## config.mk

```make
export PLATFORM = sky130hd
export DESIGN_NAME = char_lcd_nibble_interface_core_flat
export DESIGN_NICKNAME = d
export VERILOG_FILES = /design/src/clni_pkg.sv /design/src/clni_if.sv /design/src/char_lcd_nibble_interface_core.sv /design/src/flat_wrapper.sv
export SDC_FILE = /design/constraint.sdc
export NUM_CORES = 1
export LEC_CHECK = 0
export BUFFER_PORTS_ARGS = -buffer_cell sky130_fd_sc_hd__buf_2
export CORE_ASPECT_RATIO = 0.7
export CORE_MARGIN = 2
export CORE_UTILIZATION = 50
export DETAILED_ROUTE_END_ITERATION = 12
export PLACE_DENSITY_LB_ADDON = 0.15
export SLEW_MARGIN = 20
export SYNTH_ARGS = -nofsm -noshare
export SYNTH_HDL_FRONTEND = slang
export SYNTH_SLANG_ARGS = --single-unit
export TNS_END_PERCENT = 100
```

## constraint.sdc

```tcl
create_clock -name clock -period 2.6 [get_ports clock]
set_input_delay 0.39 -clock clock [delete_from_list [all_inputs] [get_ports clock]]
set_output_delay 0.39 -clock clock [all_outputs]
set_load 0.01 [all_outputs]
```

## src/clni_pkg.sv

```systemverilog
`timescale 1ns / 1ps

package clni_pkg;

   localparam int LINE_BUFFER_LEN = 40;

   localparam int OP_W     = 3;
   localparam int BYTE_W   = 8;
   localparam int NIB_W    = 4;
   localparam int COL_W    = 6;
   localparam int ROW_W    = 2;
   localparam int SLOT_W   = 3;
   localparam int ROWS_W   = 64;
   localparam int CSR_IDX_W = 2;
   localparam int PULSE_W  = 5;
   localparam int BIDX_W   = 4;

   localparam logic [OP_W-1:0] OP_INIT   = 3'd0;
   localparam logic [OP_W-1:0] OP_CMD    = 3'd1;
   localparam logic [OP_W-1:0] OP_CHAR   = 3'd2;
   localparam logic [OP_W-1:0] OP_CURSOR = 3'd3;
   localparam logic [OP_W-1:0] OP_GLYPH  = 3'd4;

   localparam logic [CSR_IDX_W-1:0] CSR_FUNCTION_SET = 2'd0;
   localparam logic [CSR_IDX_W-1:0] CSR_DISPLAY_ON   = 2'd1;
   localparam logic [CSR_IDX_W-1:0] CSR_ENTRY_MODE   = 2'd2;

   localparam logic [BYTE_W-1:0] FUNCTION_SET_RST = 8'h28;
   localparam logic [BYTE_W-1:0] DISPLAY_ON_RST   = 8'h0C;
   localparam logic [BYTE_W-1:0] ENTRY_MODE_RST   = 8'h06;

   localparam logic [BYTE_W-1:0] CMD_CLEAR     = 8'h01;
   localparam logic [BYTE_W-1:0] CMD_SET_CGRAM = 8'h40;
   localparam logic [BYTE_W-1:0] CMD_SET_DDRAM = 8'h80;

   localparam logic [NIB_W-1:0] NIB_WAKE  = 4'h3;
   localparam logic [NIB_W-1:0] NIB_4BIT  = 4'h2;
   localparam logic [NIB_W-1:0] NIB_MASK  = 4'hF;

   localparam logic [COL_W-1:0] WRAP_COL = COL_W'(LINE_BUFFER_LEN - 1);

   localparam logic [PULSE_W-1:0] WAKE_PULSES   = 5'd3;
   localparam logic [PULSE_W-1:0] PRE_PULSES    = 5'd4;
   localparam logic [PULSE_W-1:0] INIT_PULSES   = 5'd14;
   localparam logic [PULSE_W-1:0] BYTE_PULSES   = 5'd2;
   localparam logic [PULSE_W-1:0] WRAP_PULSES   = 5'd4;
   localparam logic [PULSE_W-1:0] GLYPH_PULSES  = 5'd20;

   localparam logic [BIDX_W-1:0] GLYPH_CURSOR_BYTE = 4'd9;

   function automatic logic [BYTE_W-1:0] row_base(input logic [ROW_W-1:0] r);
      logic [BYTE_W-1:0] base;
      unique case (r)
         2'd0: base = 8'h00;
         2'd1: base = 8'h40;
         2'd2: base = 8'h14;
         2'd3: base = 8'h54;
      endcase
      return base;
   endfunction

endpackage

```

## src/clni_if.sv

```systemverilog
`timescale 1ns / 1ps

interface clni_req_if
   import clni_pkg::*;
   ();
   logic                valid;
   logic                ready;
   logic [OP_W-1:0]     op;
   logic [BYTE_W-1:0]   byte_value;
   logic [COL_W-1:0]    column;
   logic [ROW_W-1:0]    row;
   logic [SLOT_W-1:0]   glyph_slot;
   logic [ROWS_W-1:0]   glyph_rows;

   modport source (output valid, op, byte_value, column, row, glyph_slot, glyph_rows,
                   input ready);
   modport sink   (input valid, op, byte_value, column, row, glyph_slot, glyph_rows,
                   output ready);
endinterface

interface clni_rsp_if
   import clni_pkg::*;
   ();
   logic               valid;
   logic               ready;
   logic               reg_select;
   logic [NIB_W-1:0]   nibble;
   logic               long_wait;
   logic               last;

   modport source (output valid, reg_select, nibble, long_wait, last, input ready);
   modport sink   (input valid, reg_select, nibble, long_wait, last, output ready);
endinterface

interface clni_csr_if
   import clni_pkg::*;
   ();
   logic                  valid;
   logic                  ready;
   logic [CSR_IDX_W-1:0]  index;
   logic [BYTE_W-1:0]     data;

   modport source (output valid, index, data, input ready);
   modport sink   (input valid, index, data, output ready);
endinterface

```

## src/char_lcd_nibble_interface_core.sv

```systemverilog
// The request is first registered into the run state; the first pulse is then loaded into
// the output register once it is free. Throughput: one pulse per cycle while rsp is ready;
// a pulse counter driving a byte/nibble selector emits 2, 4, 14 or 20 pulses (op-dependent)
// while the request holds the input; the next request is taken once the final pulse is loaded.
// Reset (synchronous, active high) clears the cursor, the sequencer and the output
// valid, and restores the init command registers to 0x28, 0x0C and 0x06.
`timescale 1ns / 1ps

module char_lcd_nibble_interface_core
   import clni_pkg::*;
   (
   input  logic        clock,
   input  logic        reset,
   clni_req_if.sink    req,
   clni_rsp_if.source  rsp,
   clni_csr_if.sink    csr
   );

   typedef enum logic {ST_IDLE, ST_RUN} state_type;

   state_type           state_ff;
   logic [OP_W-1:0]     op_ff;
   logic [BYTE_W-1:0]   val_ff;
   logic [SLOT_W-1:0]   slot_ff;
   logic [ROWS_W-1:0]   rows_ff;
   logic [BYTE_W-1:0]   addr_ff;
   logic                wrap_ff;
   logic [PULSE_W-1:0]  pulse_ff;
   logic [PULSE_W-1:0]  count_ff;
   logic [COL_W-1:0]    col_ff;
   logic [ROW_W-1:0]    row_ff;
   logic [BYTE_W-1:0]   fs_ff;
   logic [BYTE_W-1:0]   don_ff;
   logic [BYTE_W-1:0]   em_ff;

   logic                rsp_valid_ff;
   logic                rs_ff;
   logic [NIB_W-1:0]    nib_ff;
   logic                wait_ff;
   logic                last_ff;

   logic                accept;
   logic                load;
   logic                known_op;
   logic                wrap_in;
   logic [COL_W-1:0]    col_in;
   logic [ROW_W-1:0]    row_in;
   logic [PULSE_W-1:0]  count_in;
   logic [ROW_W-1:0]    sum_row;
   logic [COL_W-1:0]    sum_col;
   logic [BYTE_W-1:0]   addr_in;

   logic [PULSE_W-1:0]  pulse_adj;
   logic [BIDX_W-1:0]   byte_idx;
   logic [BYTE_W-1:0]   cur_byte;
   logic                rs_in;
   logic [NIB_W-1:0]    nib_in;
   logic                wait_in;
   logic                single;
   logic                last_in;
   logic                shift_rows;

   assign req.ready  = (state_ff == ST_IDLE);
   assign csr.ready  = 1'b1;
   assign accept     = req.valid && req.ready;
   assign load       = (state_ff == ST_RUN) && (!rsp_valid_ff || rsp.ready);
   assign known_op   = (req.op == OP_INIT) || (req.op == OP_CMD) || (req.op == OP_CHAR)
                    || (req.op == OP_CURSOR) || (req.op == OP_GLYPH);

   assign rsp.valid      = rsp_valid_ff;
   assign rsp.reg_select = rs_ff;
   assign rsp.nibble     = nib_ff;
   assign rsp.long_wait  = wait_ff;
   assign rsp.last       = last_ff;

   // cursor update and the one shared address adder, evaluated at accept
   always_comb begin
      wrap_in  = 1'b0;
      col_in   = col_ff;
      row_in   = row_ff;
      count_in = BYTE_PULSES;
      sum_row  = row_ff;
      sum_col  = col_ff;
      unique case (req.op)
         OP_INIT: begin
            col_in   = '0;
            row_in   = '0;
            sum_row  = '0;
            sum_col  = '0;
            count_in = INIT_PULSES;
         end
         OP_CHAR: begin
            wrap_in = (col_ff >= WRAP_COL);
            sum_col = '0;
            if (wrap_in) begin
               col_in   = '0;
               count_in = WRAP_PULSES;
            end else begin
               col_in = col_ff + COL_W'(1);
            end
         end
         OP_CURSOR: begin
            col_in  = req.column;
            row_in  = req.row;
            sum_col = req.column;
            sum_row = req.row;
         end
         OP_GLYPH: begin
            count_in = GLYPH_PULSES;
         end
         default: begin
         end
      endcase
      addr_in = CMD_SET_DDRAM | (row_base(sum_row) + BYTE_W'(sum_col));
   end

   // select the byte and nibble for the current pulse
   always_comb begin
      pulse_adj  = (op_ff == OP_INIT) ? (pulse_ff - PRE_PULSES) : pulse_ff;
      byte_idx   = pulse_adj[PULSE_W-1:1];
      cur_byte   = val_ff;
      rs_in      = 1'b0;
      wait_in    = 1'b0;
      single     = 1'b0;
      nib_in     = NIB_WAKE;
      shift_rows = 1'b0;
      unique case (op_ff)
         OP_INIT: begin
            if (pulse_ff < WAKE_PULSES) begin
               single  = 1'b1;
               wait_in = 1'b1;
               nib_in  = NIB_WAKE;
            end else if (pulse_ff == WAKE_PULSES) begin
               single = 1'b1;
               nib_in = NIB_4BIT;
            end else begin
               unique case (byte_idx)
                  4'd0:    cur_byte = fs_ff;
                  4'd1:    cur_byte = don_ff;
                  4'd2:    cur_byte = em_ff;
                  4'd3:    cur_byte = CMD_CLEAR;
                  default: cur_byte = addr_ff;
               endcase
            end
         end
         OP_CMD: begin
            cur_byte = val_ff;
         end
         OP_CHAR: begin
            if (wrap_ff && byte_idx == '0) begin
               cur_byte = addr_ff;
            end else begin
               cur_byte = val_ff;
               rs_in    = 1'b1;
            end
         end
         OP_CURSOR: begin
            cur_byte = addr_ff;
         end
         OP_GLYPH: begin
            if (byte_idx == '0) begin
               cur_byte = CMD_SET_CGRAM | BYTE_W'({slot_ff, 3'b000});
            end else if (byte_idx == GLYPH_CURSOR_BYTE) begin
               cur_byte = addr_ff;
            end else begin
               cur_byte   = rows_ff[BYTE_W-1:0];
               rs_in      = 1'b1;
               shift_rows = pulse_ff[0];
            end
         end
         default: begin
         end
      endcase
      if (!single) begin
         nib_in = pulse_ff[0] ? (cur_byte[NIB_W-1:0] & NIB_MASK) : cur_byte[BYTE_W-1:NIB_W];
      end
      last_in = (pulse_ff == count_ff - PULSE_W'(1));
   end

   always_ff @(posedge clock) begin
      if (reset) begin
         state_ff     <= ST_IDLE;
         rsp_valid_ff <= 1'b0;
         pulse_ff     <= '0;
         col_ff       <= '0;
         row_ff       <= '0;
         fs_ff        <= FUNCTION_SET_RST;
         don_ff       <= DISPLAY_ON_RST;
         em_ff        <= ENTRY_MODE_RST;
      end else begin
         if (csr.valid && csr.ready) begin
            unique case (csr.index)
               CSR_FUNCTION_SET: fs_ff  <= csr.data;
               CSR_DISPLAY_ON:   don_ff <= csr.data;
               CSR_ENTRY_MODE:   em_ff  <= csr.data;
               default: begin
               end
            endcase
         end
         if (accept && known_op) begin
            state_ff <= ST_RUN;
            op_ff    <= req.op;
            val_ff   <= req.byte_value;
            slot_ff  <= req.glyph_slot;
            rows_ff  <= req.glyph_rows;
            addr_ff  <= addr_in;
            wrap_ff  <= wrap_in;
            count_ff <= count_in;
            pulse_ff <= '0;
            col_ff   <= col_in;
            row_ff   <= row_in;
         end
         if (load) begin
            rsp_valid_ff <= 1'b1;
            rs_ff        <= rs_in;
            nib_ff       <= nib_in;
            wait_ff      <= wait_in;
            last_ff      <= last_in;
            pulse_ff     <= pulse_ff + PULSE_W'(1);
            if (shift_rows) begin
               rows_ff <= rows_ff >> BYTE_W;
            end
            if (last_in) begin
               state_ff <= ST_IDLE;
            end
         end else if (rsp.ready) begin
            rsp_valid_ff <= 1'b0;
         end
      end
   end

`ifndef SYNTHESIS
   a_idle_holds_last: assert property (@(posedge clock) disable iff (reset)
      (state_ff == ST_IDLE && rsp_valid_ff) |-> last_ff)
      else $error("pending pulse in idle is not the final one");

   a_pulse_in_range: assert property (@(posedge clock) disable iff (reset)
      (state_ff == ST_RUN) |-> (pulse_ff < count_ff))
      else $error("pulse counter past request length");

   a_wait_only_init: assert property (@(posedge clock) disable iff (reset)
      (rsp_valid_ff && wait_ff) |-> (op_ff == OP_INIT && nib_ff == NIB_WAKE && !rs_ff))
      else $error("long wait outside init wake-up");

   a_char_advance: assert property (@(posedge clock) disable iff (reset)
      (accept && req.op == OP_CHAR && col_ff < WRAP_COL)
      |=> (col_ff == $past(col_ff) + COL_W'(1)))
      else $error("cursor column did not advance");

   a_no_accept_busy: assert property (@(posedge clock) disable iff (reset)
      (state_ff == ST_RUN) |-> !req.ready)
      else $error("request taken while busy");
`endif

endmodule
```

## src/flat_wrapper.sv

```systemverilog
// flat-port wrapper written by rule: the top's interface ports become plain ports
module char_lcd_nibble_interface_core_flat import clni_pkg::*;
  (clock, reset, req_valid, req_op, req_byte_value, req_column, req_row, req_glyph_slot, req_glyph_rows, req_ready, rsp_valid, rsp_reg_select, rsp_nibble, rsp_long_wait, rsp_last, rsp_ready, csr_valid, csr_index, csr_data, csr_ready);
  clni_req_if req_i ();
  clni_rsp_if rsp_i ();
  clni_csr_if csr_i ();
  input  logic clock;
  input  logic reset;
  input wire logic [$bits(req_i.valid)-1:0] req_valid;
  input wire logic [$bits(req_i.op)-1:0] req_op;
  input wire logic [$bits(req_i.byte_value)-1:0] req_byte_value;
  input wire logic [$bits(req_i.column)-1:0] req_column;
  input wire logic [$bits(req_i.row)-1:0] req_row;
  input wire logic [$bits(req_i.glyph_slot)-1:0] req_glyph_slot;
  input wire logic [$bits(req_i.glyph_rows)-1:0] req_glyph_rows;
  output wire logic [$bits(req_i.ready)-1:0] req_ready;
  output wire logic [$bits(rsp_i.valid)-1:0] rsp_valid;
  output wire logic [$bits(rsp_i.reg_select)-1:0] rsp_reg_select;
  output wire logic [$bits(rsp_i.nibble)-1:0] rsp_nibble;
  output wire logic [$bits(rsp_i.long_wait)-1:0] rsp_long_wait;
  output wire logic [$bits(rsp_i.last)-1:0] rsp_last;
  input wire logic [$bits(rsp_i.ready)-1:0] rsp_ready;
  input wire logic [$bits(csr_i.valid)-1:0] csr_valid;
  input wire logic [$bits(csr_i.index)-1:0] csr_index;
  input wire logic [$bits(csr_i.data)-1:0] csr_data;
  output wire logic [$bits(csr_i.ready)-1:0] csr_ready;
  assign req_i.valid = req_valid;
  assign req_i.op = req_op;
  assign req_i.byte_value = req_byte_value;
  assign req_i.column = req_column;
  assign req_i.row = req_row;
  assign req_i.glyph_slot = req_glyph_slot;
  assign req_i.glyph_rows = req_glyph_rows;
  assign req_ready = req_i.ready;
  assign rsp_valid = rsp_i.valid;
  assign rsp_reg_select = rsp_i.reg_select;
  assign rsp_nibble = rsp_i.nibble;
  assign rsp_long_wait = rsp_i.long_wait;
  assign rsp_last = rsp_i.last;
  assign rsp_i.ready = rsp_ready;
  assign csr_i.valid = csr_valid;
  assign csr_i.index = csr_index;
  assign csr_i.data = csr_data;
  assign csr_ready = csr_i.ready;
  char_lcd_nibble_interface_core u_core (.clock(clock), .reset(reset), .req(req_i), .rsp(rsp_i), .csr(csr_i));
endmodule
```

# After elaboration in Yosys (flattened, before gate mapping)
# Index checks and enable logic that the tools add are counted.
[totals] ff_bits=137 inputBits=101 out_inout_bits=10 wordCells=112
[classes] addsub=5 order_cmp=2 n_eq_ne=18 n_mux=41 n_bitwise=2 reduce_logical=25
[ops] cell="$mux W64" n=3
[ops] cell="$pmux W8 S4" n=2
[ops] cell="$mux W8" n=5
[ops] cell="$pmux W7 S4" n=1
[ops] cell="$pmux W6 S3" n=1
[ops] cell="$mux W1" n=16
[ops] cell="$mux W4" n=4
[ops] cell="$mux W5" n=3
[ops] cell="$pmux W5 S3" n=1
[ops] cell="$eq A3 B2 Y1 const B" n=4
[ops] cell="$pmux W6 S2" n=1
[ops] cell="$reduce_and A2 Y1" n=6
[ops] cell="$eq A4 B2 Y1 const B" n=2
[ops] cell="$add A7 B6 Y7" n=1
[ops] cell="$add A6 B1 Y6 const B" n=1
[ops] cell="$eq A2 B2 Y1 const B" n=3
[ops] cell="$eq A3 B3 Y1 const B" n=2
[ops] cell="$ge A6 B6 Y1 const B" n=1
[ops] cell="$logic_not A3 Y1" n=2
[ops] cell="$mux W6" n=1
[ops] cell="$add A5 B1 Y5 const B" n=1
[ops] cell="$eq A5 B2 Y1 const B" n=1
[ops] cell="$eq A5 B5 Y1" n=1
[ops] cell="$logic_or A1 B1 Y1" n=5
[ops] cell="other kinds (18)" n=25

# Logic depth before layout (Yosys ltp)
# Gate-level depths: netlist of the first run.
[logic_depth] ltp_word=9 ltp_mapped=11 mapped_depth_nobuf=9

# Least setup slack after synthesis of the first run
# No wires, ideal clock.
[synth_path] path_type="in2reg" from="input port req_op[0]" to="register u_core.addr_ff[0], enable pin" setup_ps=409 arrival_time_ps=2077 required_time_ps=2191 slack_ps=114 path_stages=4 n_path_buf=1 path_cell_list="o21ai_0 -> nand3_1 -> clkbuf_1 -> nor2_1"
[synth_via] elab_chain_len=7 elab_cells_between_ends=11 classes_between="4 x eq/ne; 7 x reduce/logical"
[synth_lines] item="start, declared" line="flat_wrapper.sv:10" text="input wire logic [$bits(req_i.op)-1:0] req_op;"
[synth_lines] item="$eq A3 B1 Y1 / $logic_not A3 Y1 (equally long branches)" line="char_lcd_nibble_interface_core.sv:67" text="assign known_op = (req.op == OP_INIT) || (req.op == OP_CMD) || (req.op == OP_CHAR)"
[synth_lines] item="$logic_or A1 B1 Y1 (2 in a row)" line="char_lcd_nibble_interface_core.sv:67"
[synth_lines] item="$logic_or A1 B1 Y1" line="char_lcd_nibble_interface_core.sv:68" text="|| (req.op == OP_CURSOR) || (req.op == OP_GLYPH);"
[synth_lines] item="$logic_or A1 B1 Y1 *" line="char_lcd_nibble_interface_core.sv:68"
[synth_lines] item="$logic_and A1 B1 Y1 *" line="char_lcd_nibble_interface_core.sv:200" text="if (accept && known_op) begin"
[synth_lines] item="$reduce_and A2 Y1 (no source line) *"
[synth_lines] item="end signal, assigned" line="char_lcd_nibble_interface_core.sv:206" text="addr_ff <= addr_in;"
[synth_lines] item="end, declared" line="char_lcd_nibble_interface_core.sv:26" text="logic [BYTE_W-1:0] addr_ff;"
# Mark *: on every way between the ends. The rest lies on a longest branch, timed or not.
# A chain may end at the register's enable or synchronous reset.

# Final worst setup path of the first run
[layout_path] from="register u_core.op_ff[0]" to="register u_core.nib_ff[0], in the netlist u_core.rsp.nibble[0], data pin"
[layout_via] elab_chain_len=9 elab_cells_between_ends=22 classes_between="7 x eq/ne; 12 x mux; 3 x reduce/logical"
[layout_lines] item="start, declared" line="char_lcd_nibble_interface_core.sv:22" text="logic [OP_W-1:0] op_ff;"
[layout_lines] item="start signal, assigned" line="char_lcd_nibble_interface_core.sv:202" text="op_ff <= req.op;"
[layout_lines] item="$logic_not A3 Y1" line="char_lcd_nibble_interface_core.sv:119, char_lcd_nibble_interface_core.sv:127"
[layout_lines] item="$mux W5" line="char_lcd_nibble_interface_core.sv:119" text="pulse_adj = (op_ff == OP_INIT) ? (pulse_ff - PRE_PULSES) : pulse_ff;"
[layout_lines] item="$eq A4 B2 Y1 (tied with other cells)" line="char_lcd_nibble_interface_core.sv:137" text="unique case (byte_idx)"
[layout_lines] item="$pmux W8 S4" line="char_lcd_nibble_interface_core.sv:137"
[layout_lines] item="$mux W8" line="char_lcd_nibble_interface_core.sv:133" text="end else if (pulse_ff == WAKE_PULSES) begin"
[layout_lines] item="$mux W8" line="char_lcd_nibble_interface_core.sv:129" text="if (pulse_ff < WAKE_PULSES) begin"
[layout_lines] item="$pmux W8 S4" line="char_lcd_nibble_interface_core.sv:127" text="unique case (op_ff)"
[layout_lines] item="$mux W4" line="char_lcd_nibble_interface_core.sv:175" text="nib_in = pulse_ff[0] ? (cur_byte[NIB_W-1:0] & NIB_MASK) : cur_byte[BYTE_W-1:NIB_W];"
[layout_lines] item="$mux W4 *" line="char_lcd_nibble_interface_core.sv:174" text="if (!single) begin"
[layout_lines] item="via u_core.nib_in[0]" line="char_lcd_nibble_interface_core.sv:57" text="logic [NIB_W-1:0] nib_in;"
[layout_lines] item="end signal, assigned" line="char_lcd_nibble_interface_core.sv:216" text="nib_ff <= nib_in;"
[layout_lines] item="end, declared" line="char_lcd_nibble_interface_core.sv:38" text="logic [NIB_W-1:0] nib_ff;"
# The timed path passes the listed nets; every way through them passes the cells marked *.

==> impl_metrics.yaml, run 1 <==
yosys:
  ys_seq_area_share_pct: 50.19
  synthMuxAreaShare_pct: 12.89
  ys_ff_latch: 136
  synth_compound_area_share_pct: 15.84
  synthFlopType: "edfxtp_1"
  synth_top_family_by_area: "compound AO/OA/AOI/OAI gates"
  synth_simple_gate_area_share_pct: 12.87
  synth-edff-count: 97
  syn_nets: 824
  synth_most_common_cell: "nand2_1"
  yosys.area.top_type_share_pct: 39.58
  synth_common_cells: "118 x nand2_1, 97 x edfxtp_1, 84 x mux2i_1"
  yosysUniqueCellTypes: 68
  ys_async_sr_fraction_pct: 0
  syn_area_um2: 7360
  netlist_instances: 714
  synth-xor-area-share_pct: 2.227
  synthTopCellsByArea: "edfxtp_1 40%, mux2i_1 11%, dfxtp_1 11%"
  yosysTopAreaCell: "edfxtp_1"
  synthAdderAreaFrac_pct: 1.530
  syn_area_per_cell_um2: 10.31
  yosys_warnings: 0
timing:
  tightest_slew_ns: 0.7515
  setup_viol: 0
  fin_worst_skew_ns: 0.009536
  fin_worst_hold_slack_ns: 0.1458
  fin_crit_sh_pct: 95.77
  hold_viol: 0
  max_freq_mhz: 401.6
  finalCriticalPeriod_ns: 2.490
  setup_slack_ns: 0.1101
  drv_slew: 0
  maxSlewHeadroom_pct: 49.90
clock_network:
  cts_num_sinks: 136
  cts_tree: "yes"
  clkTransAtPathRegs_ns: 0.06
  cts_buffer_depth: 2
  cts_buffers: 17
  cts_htree_levels: 4
  clk_latency_ns: 0.42
  hold_buffers: 0
  clock-root-buffer: "clkbuf_16"
global_routing:
  grt_max_degree: 72
  grt_overflow_total: 0
  antenna_found_initial: 0
  grt_pass1_wl_mm: 30.85
  grt_pass1_vias: 5832
  grtUsageTotal_pct: 25.39
power_and_ir_drop:
  vdd_drop_max_uv: 392.5
  power_mw: 5.556
  p_per_area_nw_per_um2: 619.4
  p_leak_nw: 3.470
min_path:
  min_path_type: "primary input to flip-flop"
  whs_path_depth: 1
detailed_routing:
  drt.antenna.violating_nets: 0
  drt_iter0_drc: 567
  wire_per_inst_um: 18.56
  via_count: 5983
  drt-pass1-iter-count: 7
  finalWirelength_mm: 19.47
  remaining_drc_errors: 0
  via_per_inst: 5.704
floorplan:
  die_area_um2: 15720
  boundaryPins: 111
  coreArea_um2: 14540
  num_rows: 37
  start_util_pct: 50.63
  die_h_um: 105.5
  die-width_um: 149.0
setup_path:
  crit_path_cell_trace: "buf_4, or4_4, and3_1, a211oi_2, o311ai_1, o32ai_1, a31oi_1"
  start_kind: "flip-flop"
  crit_fanout: 5
  worst_ep_arrival_time_ns: 2.64
  crit_required_ns: 2.75
  rr_worst_depth: 7
  crit_path_end_kind: "flip-flop"
  slowest_delay_ns: 0.50
  worst-setup-path-type: "flip-flop to flip-flop"
  cp_slowest_cell: "or4_4"
finish:
  area_growth_pct: 21.88
  antennaDiodeCount: 0
  nets: 951
  drive_gt1_share_pct: 25.41
placed_design:
  pre_cts_ws_ns: -0.07321
  place_hpwl_mm: 14.08
  gp_congestion: 0.9209
  port_buffers: 109
outcome:
  status: "completed"
job:
  cap_violations: 0
## report_power, final
group / internal [mW] / leakage, nW / switching, mW
logic: 0.278 / 1.95 / 0.328
clock network: 1.42 / 0.275 / 0.966
registers: 2.49 / 1.25 / 0.0828
total: 4.18 / 3.47 / 1.38
## path summary, 6_finish.rpt
kind / startpoint / end / slack (ns)
max: u_core.op_ff[0] / u_core.rsp.nibble[0] / 0.11
max reg2reg: u_core.op_ff[0] / u_core.rsp.nibble[0] / 0.11
min: req_byte_value[1] / u_core.val_ff[1] / 0.15
min reg2reg: u_core.row_ff[1] / u_core.row_ff[1] / 0.48
## repair_timing
item	4_1_cts	5_1_grt
gates resized for setup	1	2
endpoints found under the setup margin	1	67
gates cloned	0	1
pin swaps	0	2
buffers inserted	6	3
## routing by layer
| metal | share of wire (%) | track usage, % | vias up |
|---|---|---|---|
| li1 | - | - | 2871 |
| met1 | 52 | 39.62 | 2898 |
| met2 | 41 | 35.52 | 196 |
| met3 | 5.8 | 5.541 | 18 |
| met4 | 1.3 | 6.531 | 0 |
| met5 | 0 | 0 | - |
## stage by stage
stage	area (um2)	utilization [%]	TNS (ns)	std cells
final	8970	61.71	0	1049
after global routing	8970	61.71	-0.01921	1049
after CTS	8909	61.28	0	1045
after detailed placement	8277	56.94	-0.07321	1007
after global placement	8277	56.94	-0.08518	1007
after floorplan	7360	-	0	714
## layout make-up
cell class / count / area [um2]
clock buffers: 18 / 429.2
multi-input cells: 511 / 3379
inverters: 19 / 71.32
flip-flops and latches: 136 / 3694
well taps: 195 / 244.0
fillers: 1254 / 5567
clock inverters: 14 / 148.9
repair buffers: 156 / 1003
## flip-flops by register name, indices dropped and copies added, names as in the netlist, 2 cells and up
register           flops
u_core.rows_ff        64
u_core.don_ff          8
u_core.em_ff           8
u_core.fs_ff           8
u_core.val_ff          8
u_core.addr_ff         7
u_core.col_ff          6
u_core.pulse_ff        5
u_core.count_ff        4
u_core.rsp.nibble      4
u_core.op_ff           3
u_core.slot_ff         3
u_core.row_ff          2
## cell families (layout without fill, tap and decap cells)
logic type | after synthesis | after routing
flip-flops | 136 | 136
other | 1 | 1
AO/OA/AOI/OAI | 184 | 184
multiplexers | 92 | 92
adder cells (fa/ha/maj) | 9 | 9
buffers and inverters | 67 | 207
AND/OR/NAND/NOR | 208 | 208
XOR/XNOR | 17 | 17
## layout by cell type (no fill, tap or decap), types with 8 or more instances in the layout
cell type    n
xnor2_1     11
a21oi_1     24
nor2_1      37
o21ai_1     57
nand2_1    118
clkbuf_16   18
dfxtp_1     39
buf_2      109
edfxtp_1    97
buf_4       39
nand3_1      8
inv_1       18
nor3_1      14
o21ai_0     25
mux2i_1     84
a22oi_1     12
ha_1         9
## worst max-delay path: cells and delay by family, from the launching register on
family / cells / cell delay [ns]
AND/OR/NAND/NOR: 2 / 0.71
buffers and inverters: 1 / 0.19
AO/OA/AOI/OAI: 4 / 0.83
flip-flops: 1 / 0.49
No activity file was read; power rests on OpenSTA's default activity.
==> run 2, diff against run 1 <==
- clock period: 2.6 -> 2.85 ns (I/O delays scaled with it)
==> run 2 against run 1 <==
  * Register-to-register slack improved by 0.11 ns
  * Global-route usage is 1.1 points lower
  * Critical path type unchanged
  * Cell count decreased by 2.2%
  * First-iteration DRC count down 11%
  * Fmax down 5.5%
  * Critical path depth up 2
  * Sequential share of layout area is 1.0 points higher
  * Sequential power fell by 8.9%
  * Critical endpoint is now u_core.rows_ff[23]
==> impl_metrics.yaml, run 2 (synthesized netlist as in run 1, its figures left out) <==
clock_network:
  hold_buffers: 0
  cts_num_sinks: 136
  clkTransAtPathRegs_ns: 0.06
  cts_htree_levels: 4
  clock-root-buffer: "clkbuf_16"
  post_cts_resized: 0
  cts_buffers: 17
  cts_buffer_depth: 2
  clk_latency_ns: 0.42
  cts_tree: "yes"
setup_path:
  path_delay_family: "simple AND/OR/NAND/NOR gates"
  critPathMostFrequentCell: "o21ai_1"
  crit_path_cell_trace: "inv_1, ha_1, and2_1, mux2i_2, o21ai_1, nor2_4, buf_12, nand2_1, o21ai_1"
  worst_ep_arrival_time_ns: 2.91
  path_buf_inv: 2
  crit_fanout: 95
  r2r_slack_ns: 0.22
  crit_required_ns: 3.13
  worst-setup-path-type: "flip-flop to flip-flop"
  cp_slowest_cell: "dfxtp_1"
  slowest_delay_ns: 0.44
  start_kind: "flip-flop"
  crit_path_end_kind: "flip-flop"
timing:
  fin_worst_hold_slack_ns: 0.1868
  setup_tns_ns: 0
  rsz0062_at_grt: "false"
  maxSlewHeadroom_pct: 46.31
  tightest_slew_ns: 0.8024
  setup_slack_ns: 0.2161
  hold_viol: 0
  drv_slew: 0
  setup_viol: 0
  fin_worst_skew_ns: 0.008687
  finalCriticalPeriod_ns: 2.634
  fin_crit_sh_pct: 92.42
  max_freq_mhz: 379.7
power_and_ir_drop:
  p_leak_nw: 3.368
  p_per_area_nw_per_um2: 588.8
  vdd_drop_max_uv: 313.8
  power_mw: 5.155
placed_design:
  place_hpwl_mm: 13.19
  dpl-instance-area_um2: 8119
  dp_cells: 991
  pre_cts_ws_ns: 0.2052
  gp_congestion: 0.9488
  port_buffers: 109
finish:
  regMostFlops: "u_core.rows_ff"
  final_cell_mix: "118 x nand2_1, 109 x buf_2, 97 x edfxtp_1, 84 x mux2i_1, 57 x o21ai_1"
  antennaDiodeCount: 0
  fin_area_um2: 8756
  area_growth_pct: 18.97
  drive_gt1_share_pct: 23.23
  fin_cells: 1026
  finish.utilization_pct: 60.23
  nets: 929
  final_common_cell: "nand2_1"
  largest_register_ff_count: 64
global_routing:
  antenna_found_initial: 0
  grt_pass1_wl_mm: 29.68
  grt_overflow_total: 0
  grt_pass1_vias: 5623
  grt_max_degree: 96
  grtUsageTotal_pct: 24.33
detailed_routing:
  drt-pass1-iter-count: 6
  via_per_inst: 5.654
  finalWirelength_mm: 18.53
  remaining_drc_errors: 0
  drt.antenna.violating_nets: 0
  drt_iter0_drc: 506
  wire_per_inst_um: 18.06
  via_count: 5801
outcome:
  status: "completed"
floorplan:
  die-width_um: 149.0
  die_h_um: 105.5
  die_area_um2: 15720
  coreArea_um2: 14540
  num_rows: 37
  start_util_pct: 50.63
  boundaryPins: 111
min_path:
  min_path_type: "primary input to flip-flop"
job:
  cap_violations: 0
run 2: worst paths after layout:
path              depth (start not counted)                  to          startpoint
setup / recovery                          9  u_core.rows_ff[23]  u_core.pulse_ff[3]
hold / removal                            1   u_core.slot_ff[1]   req_glyph_slot[1]
setup reg to reg                          9  u_core.rows_ff[23]  u_core.pulse_ff[3]
hold reg to reg                           2     u_core.fs_ff[3]     u_core.fs_ff[3]
run 2: where the power goes:
group          leakage (nW)  switching, mW  total [mW]  internal, mW
registers              1.25         0.0756        2.34          2.27
clock network         0.298          0.834        2.28          1.45
logic                  1.82          0.290       0.527         0.237
total                  3.37           1.20        5.16          3.95
run 2: layout make-up:
cell class                 count  area [um2]
clock buffer                  17       425.4
clock inverter                14       181.4
fill                        1240        5781
inverter                      19       71.32
multi-input combinational    511        3357
sequential                   136        3694
tap                          195       244.0
timing repair buffer         134       783.3
run 2: repair_timing:
item / CTS / global route
endpoints found under the setup margin: 0 / 27
buffers inserted: 0 / 4
endpoints found under the hold margin: 0 / 0
run 2: routing by layer:
| layer | vias to the layer above | GRT usage, % | part of all wire (%) |
|---|---|---|---|
| met5 | - | 0 | 0 |
| met2 | 192 | 34.69 | 43 |
| met4 | 0 | 6.395 | 1.0 |
| met3 | 18 | 5.498 | 5.7 |
| met1 | 2768 | 37.16 | 51 |
| li1 | 2823 | - | - |
==> run 3, diff against run 2 <==
--- a/config.mk
+++ b/config.mk
@@ -10,4 +10,5 @@
 export CORE_MARGIN = 2
 export CORE_UTILIZATION = 50
+export CTS_BUF_LIST = sky130_fd_sc_hd__clkbuf_2
 export DETAILED_ROUTE_END_ITERATION = 12
 export PLACE_DENSITY_LB_ADDON = 0.15
==> constraint.sdc (replaced) <==
create_clock -name clock -period 2.85 [get_ports clock]
set_input_delay 0.57 -clock clock [delete_from_list [all_inputs] [get_ports clock]]
set_output_delay 0.57 -clock clock [all_outputs]
set_load 0.01 [all_outputs]
==> run 3 against run 2 <==
  * Sequential cell count did not move
  * Global-route usage fell by 0.080 points
  * Critical endpoint is now u_core.rsp.nibble[1]
  * Non-clock buffer count rose by 16
  * Routed wire length fell by 0.67%
  * Cell count rose by 1.7%
  * Power fell by 20%
==> impl_metrics.yaml, run 3 (synthesized netlist as in run 1, its figures left out) <==
global_routing:
  antenna_found_initial: 0
  grt_overflow_total: 0
  grt_pass1_vias: 5624
  grtUsageTotal_pct: 24.25
  grt_pass1_wl_mm: 29.21
  grt_max_degree: 71
setup_path:
  crit_path_end_kind: "flip-flop"
  cp_slowest_cell: "o21ai_1"
  path_buf_inv: 1
  crit_required_ns: 3.33
  worst-setup-path-type: "flip-flop to flip-flop"
  slowest_delay_ns: 0.50
  r2r_slack_ns: 0.26
  worst_ep_arrival_time_ns: 3.07
  crit_path_cell_trace: "inv_1, ha_1, and2_1, mux2i_2, o21ai_1, o22ai_1, a2111oi_1, a22oi_1"
  crit_fanout: 7
  start_kind: "flip-flop"
  path_delay_family: "compound AO/OA/AOI/OAI gates"
power_and_ir_drop:
  vdd_drop_max_uv: 242.5
  share_comb_of_total_power_pct: 13.2
  p_int_mw: 2.941
  p_per_area_nw_per_um2: 477.5
  power_mw: 4.105
  p_leak_nw: 3.303
  p_clk_share_pct: 29.8
  sequentialPowerShare_pct: 57.0
  switching_share_pct: 28.36
  p_switching_mw: 1.164
finish:
  final_common_cell: "nand2_1"
  final_cell_mix: "118 x nand2_1, 109 x buf_2, 97 x edfxtp_1, 84 x mux2i_1, 57 x o21ai_1"
  finish.utilization_pct: 59.14
  fin_area_um2: 8597
  largest_register_ff_count: 64
  nets: 945
  drive_gt1_share_pct: 23.70
  regMostFlops: "u_core.rows_ff"
  fillers: 1312
  fin_cells: 1043
  area_growth_pct: 16.81
  antennaDiodeCount: 0
timing:
  rsz0062_at_grt: "false"
  finalCriticalPeriod_ns: 2.593
  fin_worst_skew_ns: 0.02528
  setup_slack_ns: 0.2571
  max_freq_mhz: 385.7
  setup_viol: 0
  fin_worst_hold_slack_ns: 0.08523
  maxSlewHeadroom_pct: 47.72
  tightest_slew_ns: 0.7831
  hold_viol: 0
  setup_tns_ns: 0
  fin_crit_sh_pct: 90.98
  drv_slew: 0
clock_network:
  cts_tree: "yes"
  cts_buffers: 17
  cts_htree_levels: 4
  clkTransAtPathRegs_ns: 0.20
  cts_num_sinks: 136
  clk_latency_ns: 0.73
  cts_setup_buffers: 0
  clock-root-buffer: "clkbuf_2"
  cts_buffer_depth: 2
floorplan:
  die-width_um: 149.0
  die_h_um: 105.5
  start_util_pct: 50.63
  die_area_um2: 15720
  boundaryPins: 111
  num_rows: 37
  coreArea_um2: 14540
min_path:
  min_path_type: "primary input to flip-flop"
placed_design:
  dp_cells: 1000
  pre_cts_ws_ns: 0.1999
  place_hpwl_mm: 13.45
  port_buffers: 109
  gp_congestion: 0.8462
  dpl-instance-area_um2: 8224
detailed_routing:
  remaining_drc_errors: 0
  via_count: 5818
  drt-pass1-iter-count: 5
  drt_iter0_drc: 516
  wire_per_inst_um: 17.65
  drt.antenna.violating_nets: 0
  via_per_inst: 5.578
  finalWirelength_mm: 18.41
outcome:
  status: "completed"
job:
  cap_violations: 0
==> run 3: cell types whose count changed in the layout (fill, tap and decap cells not counted), sizes merged <==
cell,change
dlygate4sd3,+11
buf,+5
inv,+5
clkinv,-3
bufinv,-2
clkinvlp,+1
==> run 3: power by group through the flow <==
stage | sequential [mW] | clock [mW] | combinational (mW)
detailed placement | 2.38 | 0 | 0.530
floorplan | 2.35 | 0 | 0.343
global placement | 2.38 | 0 | 0.516
global route | 2.35 | 1.34 | 0.602
CTS | 2.34 | 1.26 | 0.543
finish | 2.34 | 1.22 | 0.543
==> run 3: worst paths after layout <==
check / to / cells past startpoint / from
setup reg to reg: u_core.rsp.nibble[1] / 8 / u_core.pulse_ff[3]
hold reg to reg: u_core.row_ff[1] / 2 / u_core.row_ff[1]
hold / removal: u_core.em_ff[1] / 3 / csr_data[1]
setup / recovery: u_core.rsp.nibble[1] / 8 / u_core.pulse_ff[3]
==> run 3: final cells by class <==
cell class / instances / area, um2 / share of cell area (%)
repair buffers: 150 / 968.4 / 11.26
clock inverters: 15 / 166.4 / 1.936
clock buffers: 17 / 85.08 / 0.9897
multi-input cells: 511 / 3368 / 39.18
well taps: 195 / 244.0 / 2.838
flip-flops and latches: 136 / 3694 / 42.96
inverters: 19 / 71.32 / 0.8296
==> run 3: worst reg2reg max path: stages, from the launching register on <==
cell and delay, ns:
dfxtp_1 0.49, inv_1 0.16, ha_1 0.31, and2_1 0.15
mux2i_2 0.08, o21ai_1 0.50, o22ai_1 0.17, a2111oi_1 0.37
a22oi_1 0.13
==> run 3: timing repair <==
action                                  4_1_cts  5_1_grt
endpoints found under the setup margin        0        1
endpoints found under the hold margin        11        0
resized for setup                             0        1
hold buffers                                 11        0
==> run 3: layer usage <==
| metal | vias up | track usage (%) | wire length, um |
|---|---|---|---|
| li1 | 2849 | - | - |
| met1 | 2754 | 37.50 | 9374 |
| met2 | 194 | 33.81 | 7606 |
| met3 | 21 | 5.325 | 1202 |
| met4 | 0 | 7.143 | 223 |
| met5 | - | 0 | 0 |
